**src/hdl/ntt_pkg.sv**
```systemverilog
// ----------------------------------------------------------------------------
// ntt_pkg
// Shared types, constants and codes of the NAPT port translation table.
// ----------------------------------------------------------------------------
package ntt_pkg;

  localparam int TABLE_ENTRIES = 256;
  localparam int IDX_W         = $clog2(TABLE_ENTRIES);
  localparam int PORT_SPACE    = 65536;
  localparam int ROW_W         = 5;                       // bits of port index within a row
  localparam int ROW_BITS      = 1 << ROW_W;
  localparam int ROWS          = PORT_SPACE / ROW_BITS;
  localparam int ROW_AW        = $clog2(ROWS);
  localparam int PEND_W        = 17;                      // holds 0..65536

  localparam int CFG_IDX_W  = 8;
  localparam int CFG_DATA_W = 32;

  localparam logic [CFG_IDX_W-1:0] REG_EXTERNAL_ADDR = 8'd0;
  localparam logic [CFG_IDX_W-1:0] REG_PORT_LOW      = 8'd1;
  localparam logic [CFG_IDX_W-1:0] REG_PORT_HIGH     = 8'd2;
  localparam logic [CFG_IDX_W-1:0] REG_IDLE_TIMEOUT  = 8'd3;

  localparam logic [2:0] ST_OK      = 3'd0;
  localparam logic [2:0] ST_IN_MISS = 3'd1;
  localparam logic [2:0] ST_NO_PORT = 3'd2;
  localparam logic [2:0] ST_FULL    = 3'd3;
  localparam logic [2:0] ST_TICK    = 3'd4;

  localparam logic [7:0] FLAGS_FIN_ACK = 8'h11;
  localparam logic [7:0] FLAGS_RST     = 8'h04;

  localparam logic CMD_PACKET  = 1'b0;
  localparam logic DIR_INBOUND = 1'b1;

  typedef struct packed {
    logic [31:0] server_addr;
    logic [15:0] server_port;
    logic [31:0] inside_addr;
    logic [15:0] inside_port;
    logic [15:0] outside_port;
    logic [1:0]  fin_marks;
    logic [31:0] last_seen;
  } entry_t;

  typedef struct packed {
    logic out_hit;
    logic in_hit;
    logic expired;
  } match_t;

endpackage

```
**src/hdl/ntt_match_unit.sv**
```systemverilog
// ----------------------------------------------------------------------------
// ntt_match_unit
// Shared compare unit: flow key match both ways and idle-age test of one entry.
// ----------------------------------------------------------------------------
module ntt_match_unit
  import ntt_pkg::*;
(
  input  entry_t      entry,
  input  logic [31:0] src_addr,
  input  logic [15:0] src_port,
  input  logic [31:0] dst_addr,
  input  logic [15:0] dst_port,
  input  logic [31:0] external_addr,
  input  logic [31:0] now_seconds,
  input  logic [31:0] idle_timeout,
  output match_t      result
);

  logic [31:0] idle;

  assign idle = now_seconds - entry.last_seen;

  always_comb begin
    result.out_hit = (entry.server_addr == dst_addr) && (entry.server_port == dst_port) &&
                     (entry.inside_addr == src_addr) && (entry.inside_port == src_port);
    result.in_hit  = (entry.server_addr == src_addr) && (entry.server_port == src_port) &&
                     (dst_addr == external_addr) && (entry.outside_port == dst_port);
    result.expired = idle > idle_timeout;
  end

endmodule

```
**config.mk**
```make
export PLATFORM = sky130hd
export DESIGN_NAME = ntt_match_unit
export DESIGN_NICKNAME = d
export VERILOG_FILES = /design/src/hdl/ntt_pkg.sv /design/src/hdl/ntt_match_unit.sv
export SDC_FILE = /design/constraint.sdc
export NUM_CORES = 1
export LEC_CHECK = 0
export BUFFER_PORTS_ARGS = -buffer_cell sky130_fd_sc_hd__buf_2
export CAP_MARGIN = 10
export CORE_AREA = 2 2 131 133
export DETAILED_ROUTE_END_ITERATION = 10
export DIE_AREA = 0 0 133 135
export GPL_ROUTABILITY_DRIVEN = 1
export PLACE_DENSITY_LB_ADDON = 0.15
export SLEW_MARGIN = 15
export SYNTH_ARGS = -nofsm -noshare
export SYNTH_HDL_FRONTEND = slang
export SYNTH_SLANG_ARGS = --single-unit
```
**constraint.sdc**
```tcl
create_clock -name vclk -period 9.9
set_clock_uncertainty 0.15 [all_clocks]
set_input_delay 0.99 -clock vclk [all_inputs]
set_output_delay 0.99 -clock vclk [all_outputs]
set_load 0.005 [all_outputs]
```
# After elaboration in Yosys (flattened, before gate mapping)
# Index checks and enable logic that the tools add are counted.
[op_classes]
add_sub_neg = 1
n_lt_le_gt_ge = 1
eq_ne = 8
reduce_logical = 6
[ops]
columns = ["operator", "count"]
rows = [
  ["32-bit equality test", 4],
  ["16-bit equality test", 4],
  ["32-bit > comparator", 1],
  ["32-bit subtractor", 1],
  ["1-bit logical AND", 6],
]
[word_totals]
regBits = 0
inputBits = 338
out_inout_bits = 3
elab_cells = 16

# Depth between registers and ports, before layout
# Gate-level depths: netlist of run 1.
[depth]
word_depth = 4
depth_mapped = 18
ltp_nobuf = 18

# Worst setup path before layout of run 1
# OpenSTA, ideal clock, no wires.
[synth_timing]
path_type = "input to output"
startpoint = "input now_seconds[0]"
endpoint = "output result[0] in the netlist's numbering"
arrival_ns = 4.075
required_time_ns = 8.760
setup_slack_ns = 4.685
stages = 17
path_buffers = 0
cell_sequence = "inv_1 > ha_1 > inv_1 > fa_1 > a21o_1 > a221oi_2 > o21ai_2 > a211o_1 > a221oi_4 > a311oi_1 > ha_1 > nand4_1 > nor3_1 > nand4_1 > nor3_1 > a211oi_1 > a31oi_1"
[synth_lines]
columns = ["element", "line_no", "rtl"]
rows = [
  ["start: declaration", "ntt_match_unit.sv:14", "input logic [31:0] now_seconds,"],
  ["end: declaration", "ntt_match_unit.sv:16", "output match_t result"],
]

==> out/results.md, run 1 <==
| Step | Metric | Reported |
|:---|:---|:---|
| run status | Run status | finished clean |
| grt | Largest net degree at the start of global routing | 12 |
| grt | Overall fraction of global-route tracks in use | 0.236 |
| job | Max-cap violation count | 0 |
| logic synthesis | Average footprint of a synthesized cell | 7.34 um2 |
| logic synthesis | Synthesized Nets | 1053 |
| logic synthesis | Cell type with the largest total area after synthesis | xnor2_1 |
| final layout | Final Core Density | 0.410 |
| setup path | Critical Path Start Type | input pin |
| logic synthesis | Post-synthesis cell area | 4780 um2 |
| final layout | Final layout net count | 1388 |
| route | Vias after detailed routing | 5725 |
| sta | Final worst path period need | 6.25 ns |
| logic synthesis | Cells taking the most area after synthesis | xnor2_1 (26%), ha_1 (16%), xor2_1 (14%) |
| grt | Number of global-route vias before repair | 5808 |
| clocking | Setup bufs post-CTS | 0 |
| logic synthesis | Share of synthesized area occupied by flip-flops and latches | 0 |
| grt | Sum of overflow across all layers after global routing | 0 |
| route | Number of remaining DRC errors | 0 |
| min path | Class of the tightest hold or removal check | input pin to output pin |
| route | Post-DRT Antenna Nets | 0 |
| setup path | Critical Path AT | 5.11 ns |
| place | Final Wtd Congestion | 0.902 |
| logic synthesis | Yosys Warn Count | 0 |
| setup path | CP max stage delay | 0.44 ns |
| pwr | Design Power | 383 uW |
| grt | Antenna violations before repair | 4 |
| floorplanning | # rows | 47 |
| final layout | Ratio of cells with drive above 1 in the final layout | 0.353 |
| place | Placed Cells | 1204 |
| logic synthesis | Cells after Synth | 651 |
| final layout | Multi-input gate area in the final layout | 4500 um2 |
| logic synthesis | Top-area cell type share of the netlist area | 0.260 |
| setup path | CP max FO | 3 |
| floorplanning | Die span in x | 133 um |
| floorplanning | Number of top-level pins | 341 |
| sta | Final hold violation count | 0 |
| final layout | Number of standard cells in the final layout excluding fillers | 1205 |
| setup path | Last element of the critical path | result[0] |
| final layout | Post-Layout Inst Area | 6730 um2 |
| logic synthesis | Count of unique library cells instantiated by Yosys | 48 |
| floorplanning | Initial Util | 0.291 |
| sta | Endpoints failing setup | 0 |
| floorplanning | Placeable core region | 16400 um2 |
| sta | Ratio of final minimum period to clock period | 0.632 |
| clocking | # resized after CTS | 0 |
| pwr | Peak VDD IR | 22.6 uV |
| final layout | Total number of sequential cells | 0 |
| route | DRT iter0 DRCs | 305 |
| route | Routed wirelength normalized by instance count | 18.6 um |
| final layout | Area growth from synthesis to layout | 40.8% |
| final layout | Layout clock buffers | 0 |
| place | HPWL after DPL | 21100 um |
| setup path | Crit Path Class | input pin to output pin |
| setup path | Chain of cells forming the critical path | buf_2 -> inv_1 -> ha_1 -> inv_1 -> fa_1 -> a21o_1 -> a221oi_2 -> o21ai_2 -> a211o_1 -> a221oi_4 -> nor2_1 -> a311oi_1 -> ha_1 -> nand4_1 -> nor3_1 -> nand4_1 -> nor3_1 -> a211oi_1 -> a31oi_1 -> buf_2 |
| route | First-pass DRT Iterations | 4 |
| pwr | Pwr Density | 57.0 nW/um2 |
| sta | Unrepaired setup endpoints after global routing | no |
| sta | Slew of the pin with the lowest slew margin | 0.679 ns |
| floorplanning | Die Height | 135 um |
| clocking | Number of buffers inserted by hold repair at cts | 0 |
| final layout | Number of inserted filler cells in the final layout | 1775 |
| place | Post-Place Cell Area | 6730 um2 |
| final layout | Flip-flop and latch area | 0 um2 |
| sta | Slew Viols, Final | 0 |
| setup path | Endpoint class of the critical path | output pin |
| logic synthesis | Cell with the most instances after synthesis | xnor2_1 |
| floorplanning | Die Footprint | 18000 um2 |
| setup path | Worst path required time | 8.76 ns |
| place | PortBufs | 339 |
| setup path | CP startpoint | now_seconds[0] |
| sta | Max Freq | 160 MHz |
| setup path | Critical Path Slowest Stage Cell | a221oi_2 |
| sta | Sum of negative setup slack | 0 ns |
| sta | Relative slew slack | 0.544 |
| pwr | Lkg Pwr | 3.44 nW |
| logic synthesis | Leading cell types by count after synthesis | xnor2_1 (142), xor2_1 (76), inv_1 (69) |
| route | Detailed Route WL | 22400 um |
| route | Via count normalized by instance count | 4.75 |
| grt | Global-route wire length before repair | 32300 um |
-- where the power goes --
group          internal, mW     total, mW  switching [mW]  leakage [nW]
combinational         0.184         0.383           0.199          3.44
sequential                0             0               0             0
clock          0.0000000135  0.0000000135               0    0.00000634
total                 0.184         0.383           0.199          3.44
-- per-stage QoR --
step           hold slack, ns  setup WS [ns]
6_report                 2.32           3.65
5_1_grt                  2.36           3.33
4_1_cts                  2.33           3.65
3_5_place_dp             2.33           3.67
3_3_place_gp             2.33           3.69
2_1_floorplan            2.06           4.69
-- layout make-up --
type,instances,area share
tap,220,0.0409
timing repair buffer,339,0.252
antenna,1,0.000372
multi-input combinational,576,0.668
inverter,69,0.0385
-- worst max-delay path: cells and delay by family --
kind / cells / cell delay [ns]
AND/OR/NAND/NOR: 5 / 1.03
AO/OA/AOI/OAI: 8 / 2.04
adder cells (fa/ha/maj): 3 / 0.71
buffers and inverters: 4 / 0.33
-- placed cells by master (no fill, tap or decap), types with 2 or more instances in the layout --
cell and instances:
nand2_1 21, nor2b_1 4, o31ai_1 5, nor3_1 8, buf_2 339, a311oi_1 5
nand4_1 47, a211o_1 2, or3_1 2, ha_1 63, a21oi_1 38, a211oi_1 4
xnor2_1 142, and2_1 3, nand2b_1 13, nor2_1 20, o211ai_1 3, xor2_1 76
and3_1 6, a31oi_1 4, nor4_1 25, nand3_1 10, o21ai_0 22, a21o_1 30
o22ai_1 2, inv_1 69
-- logic make-up (layout without fill, tap and decap cells) --
logic type                 Yosys count  count (layout)  synth area share
AOI/OAI and AO/OA                  130             130             0.182
other                                0               1                 0
buffers and inverters               75             408            0.0592
adders and majority gates           64              64             0.169
and+or+nand+nor                    164             164             0.190
xor gates and xnor gates           218             218             0.400
-- metal layers --
metal / global-route usage / routed length (um) / vias up
li1: - / - / 2979
met1: 0.286 / 9100 / 2500
met2: 0.446 / 11400 / 217
met3: 0.0342 / 1400 / 25
met4: 0.0394 / 455 / 4
met5: 0 / 21 / -
-- how the worst min path moves through the flow --
stage,start,to,cells past startpoint
2_1_floorplan,dst_addr[30],result[1],5
4_1_cts,idle_timeout[3],result[0],5
5_1_grt,idle_timeout[3],result[0],5
6_report,idle_timeout[3],result[0],5
3_3_place_gp,idle_timeout[3],result[0],5
3_5_place_dp,idle_timeout[3],result[0],5
(Power assumes the default switching activity.)
==> run 2: changes to the inputs <==
- CORE_AREA: 2 2 131 133 -> 2 2 132 134
- DIE_AREA: 0 0 133 135 -> 0 0 134 136
- clock period: 9.9 -> 5.2 ns (I/O delays scaled with it)
==> run 2 against run 1 <==
Compared with the run above: sequential share of layout area stayed put; die area rose by 1.5%; worst setup slack worse by 3.3 ns; flip-flop and latch count is the same; wire length fell by 3.6%; critical endpoint unchanged.
==> out/results.md, run 2 (synthesis gave the netlist of run 1 again) <==
| Step | Metric | Reported | vs previous |
|:---|:---|:---|:---|
| run status | Run status | finished clean | unchanged |
| final layout | Number of inserted filler cells in the final layout | 1894 | was 1775 |
| route | Routed wirelength normalized by instance count | 17.8 um | was 18.6 um |
| sta | Sum of negative setup slack | 0 ns | unchanged |
| grt | Overall fraction of global-route tracks in use | 0.226 | was 0.236 |
| final layout | Layout clock buffers | 0 | unchanged |
| route | Highest metal layer used by the detailed router | met5 | unchanged |
| pwr | Pwr Density | 109 nW/um2 | was 57.0 nW/um2 |
| floorplanning | Die Height | 136 um | was 135 um |
| route | Vias after detailed routing | 5734 | was 5725 |
| route | Detail Route met2 WL | 11900 um | was 11400 um |
| pwr | Lkg Pwr | 3.46 nW | was 3.44 nW |
| floorplanning | Die span in x | 134 um | was 133 um |
| setup path | Worst path required time | 4.53 ns | was 8.76 ns |
| grt | Largest net degree at the start of global routing | 12 | unchanged |
| pwr | Design Power | 738 uW | was 383 uW |
| sta | Max Freq | 205 MHz |  |
| route | DRT iter0 DRCs | 160 | was 305 |
| setup path | CP max stage delay | 0.40 ns | was 0.44 ns |
| sta | Slew of the pin with the lowest slew margin | 0.581 ns | was 0.679 ns |
| floorplanning | Placeable core region | 16900 um2 | was 16400 um2 |
| route | Post-DRT Antenna Nets | 0 | unchanged |
| final layout | Area growth from synthesis to layout | 42.2% | was 40.8% |
| route | Met3 WL | 1170 um | was 1400 um |
| final layout | Post-Layout Inst Area | 6790 um2 | was 6730 um2 |
| grt | Antenna violations before repair | 2 | was 4 |
| setup path | Endpoint class of the critical path | output pin | unchanged |
| sta | Unrepaired setup endpoints after global routing | no | unchanged |
| setup path | Chain of cells forming the critical path | buf_2 -> inv_1 -> ha_1 -> inv_1 -> fa_1 -> a21o_1 -> a221oi_2 -> buf_4 -> o2111ai_1 -> a41o_1 -> a21o_1 -> a21oi_1 -> xnor2_1 -> ha_1 -> nor2b_1 -> o21ai_0 -> a211o_1 -> a31oi_2 -> a211oi_1 -> a31oi_1 -> buf_2 | was buf_2 -> inv_1 -> ha_1 -> inv_1 -> fa_1 -> a21o_1 -> a221oi_2 -> o21ai_2 -> a211o_1 -> a221oi_4 -> nor2_1 -> a311oi_1 -> ha_1 -> nand4_1 -> nor3_1 -> nand4_1 -> nor3_1 -> a211oi_1 -> a31oi_1 -> buf_2 |
| sta | Final hold violation count | 0 | unchanged |
| min path | Class of the tightest hold or removal check | input pin to output pin | unchanged |
| final layout | Flip-flop and latch area | 0 um2 | unchanged |
| floorplanning | Number of top-level pins | 341 | unchanged |
| sta | Relative slew slack | 0.609 | was 0.544 |
| grt | Sum of overflow across all layers after global routing | 0 | unchanged |
| route | Number of remaining DRC errors | 0 | unchanged |
| sta | Ratio of final minimum period to clock period | 0.940 |  |
| setup path | Crit path buf inv count | 5 | was 4 |
| setup path | Critical Path Start Type | input pin | unchanged |
| route | First-pass DRT Iterations | 6 | was 4 |
| sta | Final worst path period need | 4.89 ns |  |
| grt | Global-route wire length before repair | 31300 um | was 32300 um |
| setup path | Kind of cell adding the most delay to the critical path | compound AO/OA/AOI/OAI gates | unchanged |
| final layout | Total number of sequential cells | 0 | unchanged |
| place | Post-Place Cell Area | 6770 um2 | was 6730 um2 |
| job | Max-cap violation count | 0 | unchanged |
| sta | Slew Viols, Final | 0 | unchanged |
| pwr | Peak VDD IR | 38.3 uV | was 22.6 uV |
| route | Metal-1 WL | 8080 um | was 9100 um |
| place | HPWL after DPL | 20400 um | was 21100 um |
| final layout | Ratio of cells with drive above 1 in the final layout | 0.359 | was 0.353 |
| sta | Endpoints failing setup | 0 | unchanged |
| floorplanning | Initial Util | 0.283 | was 0.291 |
| route | Via count normalized by instance count | 4.72 | was 4.75 |
| floorplanning | Die Footprint | 18200 um2 | was 18000 um2 |
| place | Final Wtd Congestion | 0.937 | was 0.902 |
| route | Detailed Route WL | 21600 um | was 22400 um |
| place | PortBufs | 339 | unchanged |
| final layout | Most common cell after layout, fill and taps aside | buf_2 | unchanged |
| setup path | Critical Path AT | 4.22 ns | was 5.11 ns |
| floorplanning | # rows | 48 | was 47 |
| final layout | Final layout net count | 1393 | was 1388 |
| setup path | Critical Path Slowest Stage Cell | fa_1 | was a221oi_2 |
| final layout | Top library cells by usage in the layout, fill and taps aside | buf_2 (339), xnor2_1 (142), xor2_1 (76) | unchanged |
| setup path | Crit Path Class | input pin to output pin | unchanged |
| setup path | CP max FO | 3 | unchanged |
| grt | Number of global-route vias before repair | 5865 | was 5808 |
| clocking | Number of buffers inserted by hold repair at cts | 0 | unchanged |
run 2: power breakdown:
group	internal, mW	switching (mW)
registers	0	0
clock network	0.0000000514	0
logic	0.357	0.381
run 2: path summary, 6_finish.rpt:
kind | slack (ns) | end | cells past startpoint | start
setup / recovery | 0.31 | result[0] | 21 | now_seconds[0]
hold / removal | 1.37 | result[0] | 5 | idle_timeout[3]
run 2: routing by layer:
metal / vias to the layer above / track usage
met5: - / 0
met4: 2 / 0.0384
met3: 24 / 0.0306
met2: 192 / 0.477
met1: 2526 / 0.235
li1: 2990 / -
run 2: layout make-up:
type	instances	area, um2	area share
well taps	225	282	0.0414
diodes	2	5.00	0.000737
repair buffers	344	1730	0.255
inverters	69	259	0.0381
multi-input cells	576	4510	0.664
run 2: through the flow:
stage               worst slack (ns)  cells  utilization  hold WS [ns]
floorplan                      0.925    651            -          1.12
global placement               0.190   1214        0.401          1.38
detailed placement             0.200   1214        0.401          1.37
CTS                            0.184   1214        0.401          1.37
global route                  0.0229   1215        0.402          1.41
finish                         0.311   1216        0.403          1.37
run 2: repair_timing:
item,4_1_cts,5_1_grt
resized for setup,0,3
setup endpoints to repair,0,1
setup buffers,0,0
==> run 3: changes to the inputs <==
- ABC_CLOCK_PERIOD_IN_PS: not set -> 5200
- BUFFER_PORTS_ARGS: -buffer_cell sky130_fd_sc_hd__buf_2 -> -buffer_cell sky130_fd_sc_hd__clkbuf_2
- PLACE_DENSITY_LB_ADDON: 0.15 -> not set
==> run 3 against run 2 <==
Compared with the run above: core utilization is 0.11 points lower; final cell count is 0.25% lower; fmax is 1.2% higher; flip-flop and latch count stayed put; hold slack worse by 0.0076 ns; largest power group unchanged; design area is 0.28% lower; wire length is 8.1% higher.
==> out/results.md, run 3 (synthesis gave the netlist of run 1 again) <==
| Step | Metric | Reported | vs previous |
|:---|:---|:---|:---|
| pwr | Peak VDD IR | 41.3 uV | was 38.3 uV |
| floorplanning | Number of top-level pins | 341 | unchanged |
| grt | Global-route wire length before repair | 32900 um | was 31300 um |
| final layout | Final layout net count | 1390 | was 1393 |
| sta | Endpoints failing setup | 0 | unchanged |
| final layout | Ratio of cells with drive above 1 in the final layout | 0.356 | was 0.359 |
| sta | Ratio of final minimum period to clock period | 0.929 | was 0.940 |
| setup path | Crit Path Class | input pin to output pin | unchanged |
| min path | Class of the tightest hold or removal check | input pin to output pin | unchanged |
| floorplanning | Placeable core region | 16900 um2 | unchanged |
| grt | Largest net degree at the start of global routing | 12 | unchanged |
| grt | Sum of overflow across all layers after global routing | 0 | unchanged |
| run status | Run status | finished clean | unchanged |
| setup path | CP max stage delay | 0.40 ns | about the same |
| sta | Slew of the pin with the lowest slew margin | 0.725 ns | was 0.581 ns |
| final layout | Area growth from synthesis to layout | 41.8% | was 42.2% |
| grt | Antenna violations before repair | 2 | unchanged |
| setup path | Critical Path Start Type | input pin | unchanged |
| floorplanning | Die span in x | 134 um | unchanged |
| place | PortBufs | 339 | unchanged |
| pwr | Pwr Density | 110 nW/um2 | was 109 nW/um2 |
| place | Final Wtd Congestion | 0.985 | was 0.937 |
| setup path | Worst path required time | 4.53 ns | about the same |
| route | DRT iter0 DRCs | 251 | was 160 |
| floorplanning | Initial Util | 0.283 | unchanged |
| place | Worst setup slack before clock tree synthesis | 0.288 ns | was 0.200 ns |
| route | First-pass DRT Iterations | 4 | was 6 |
| sta | Final hold violation count | 0 | unchanged |
| clocking | Setup bufs post-CTS | 0 | unchanged |
| route | Vias after detailed routing | 5902 | was 5734 |
| final layout | Flip-flop and latch area | 0 um2 | unchanged |
| final layout | Final Core Density | 0.401 | was 0.403 |
| setup path | Endpoint class of the critical path | output pin | unchanged |
| sta | Sum of negative setup slack | 0 ns | unchanged |
| pwr | Lkg Pwr | 3.52 nW | was 3.46 nW |
| floorplanning | # rows | 48 | unchanged |
| sta | Relative slew slack | 0.512 | was 0.609 |
| sta | Post-Route Hold Slack | 1.36 ns | was 1.37 ns |
| route | Via count normalized by instance count | 4.87 | was 4.72 |
| final layout | Top library cells by usage in the layout, fill and taps aside | clkbuf_2 (339), xnor2_1 (142), xor2_1 (76) | was buf_2 (339), xnor2_1 (142), xor2_1 (76) |
| sta | Final critical-path setup slack | 0.371 ns | was 0.311 ns |
| route | Number of remaining DRC errors | 0 | unchanged |
| route | Detailed Route WL | 23300 um | was 21600 um |
| job | Max-cap violation count | 0 | unchanged |
| sta | Unrepaired setup endpoints after global routing | no | unchanged |
| clocking | # resized after CTS | 0 | unchanged |
| setup path | Chain of cells forming the critical path | clkbuf_2 -> inv_1 -> ha_1 -> inv_1 -> fa_1 -> a21o_1 -> a221oi_4 -> o21ai_2 -> a211o_1 -> a221oi_4 -> nor2_1 -> a311oi_1 -> ha_1 -> nand4_1 -> nor3_1 -> nand4_1 -> nor3_2 -> a211oi_1 -> a31oi_1 -> clkbuf_2 | was buf_2 -> inv_1 -> ha_1 -> inv_1 -> fa_1 -> a21o_1 -> a221oi_2 -> buf_4 -> o2111ai_1 -> a41o_1 -> a21o_1 -> a21oi_1 -> xnor2_1 -> ha_1 -> nor2b_1 -> o21ai_0 -> a211o_1 -> a31oi_2 -> a211oi_1 -> a31oi_1 -> buf_2 |
| sta | Final worst path period need | 4.83 ns | was 4.89 ns |
| final layout | Total number of sequential cells | 0 | unchanged |
| final layout | Most common cell after layout, fill and taps aside | clkbuf_2 | was buf_2 |
| final layout | Layout clock buffers | 0 | unchanged |
| route | Post-DRT Antenna Nets | 0 | unchanged |
| setup path | Critical Path Slowest Stage Cell | fa_1 | unchanged |
| setup path | CP max FO | 3 | unchanged |
| sta | Max Freq | 207 MHz | was 205 MHz |
| place | HPWL after DPL | 22000 um | was 20400 um |
| grt | Number of global-route vias before repair | 5887 | was 5865 |
| floorplanning | Die Footprint | 18200 um2 | unchanged |
| setup path | Critical Path AT | 4.16 ns | was 4.22 ns |
| route | Routed wirelength normalized by instance count | 19.2 um | was 17.8 um |
| clocking | Number of buffers inserted by hold repair at cts | 0 | unchanged |
| grt | Overall fraction of global-route tracks in use | 0.241 | was 0.226 |
| sta | Slew Viols, Final | 0 | unchanged |
| floorplanning | Die Height | 136 um | unchanged |
-- run 3: layout make-up --
type | instances | area (um2)
Multi-Input combinational cell | 576 | 4520
Timing Repair Buffer | 341 | 1710
Inverter | 69 | 259
Tap cell | 225 | 282
Antenna cell | 2 | 5.00
Fill cell | 1849 | 10100
-- run 3: power by group --
group          internal [mW]  switching, mW  leakage, nW
clock           0.0000000516              0    0.0000127
sequential                 0              0            0
combinational          0.355          0.387         3.52
total                  0.355          0.387         3.52
-- run 3: stage by stage --
stage	area (um2)	cells	total power, mW
floorplan	4780	651	0.437
global placement	6750	1211	0.733
detailed placement	6750	1211	0.738
CTS	6750	1211	0.743
global route	6770	1212	0.825
finish	6770	1213	0.742
-- run 3: final timing paths --
kind                   startpoint         to  slack [ns]  cells after the start
setup / recovery   now_seconds[0]  result[0]        0.37                     20
hold / removal    idle_timeout[3]  result[0]        1.36                      5
-- run 3: worst max-delay path: cells and delay by family --
| family | cells | cell delay, ns |
|---|---|---|
| and+or+nand+nor | 5 | 0.78 |
| buffers and inverters | 4 | 0.33 |
| adders and majority gates | 3 | 0.72 |
| AOI/OAI and AO/OA | 8 | 1.82 |
-- run 3: routing by layer --
metal	wire, um	global-route usage	up-vias
met3	1260	0.0246	26
met4	585	0.0532	2
met2	11500	0.437	215
li1	-	-	2987
met5	10	0	-
met1	10000	0.306	2672
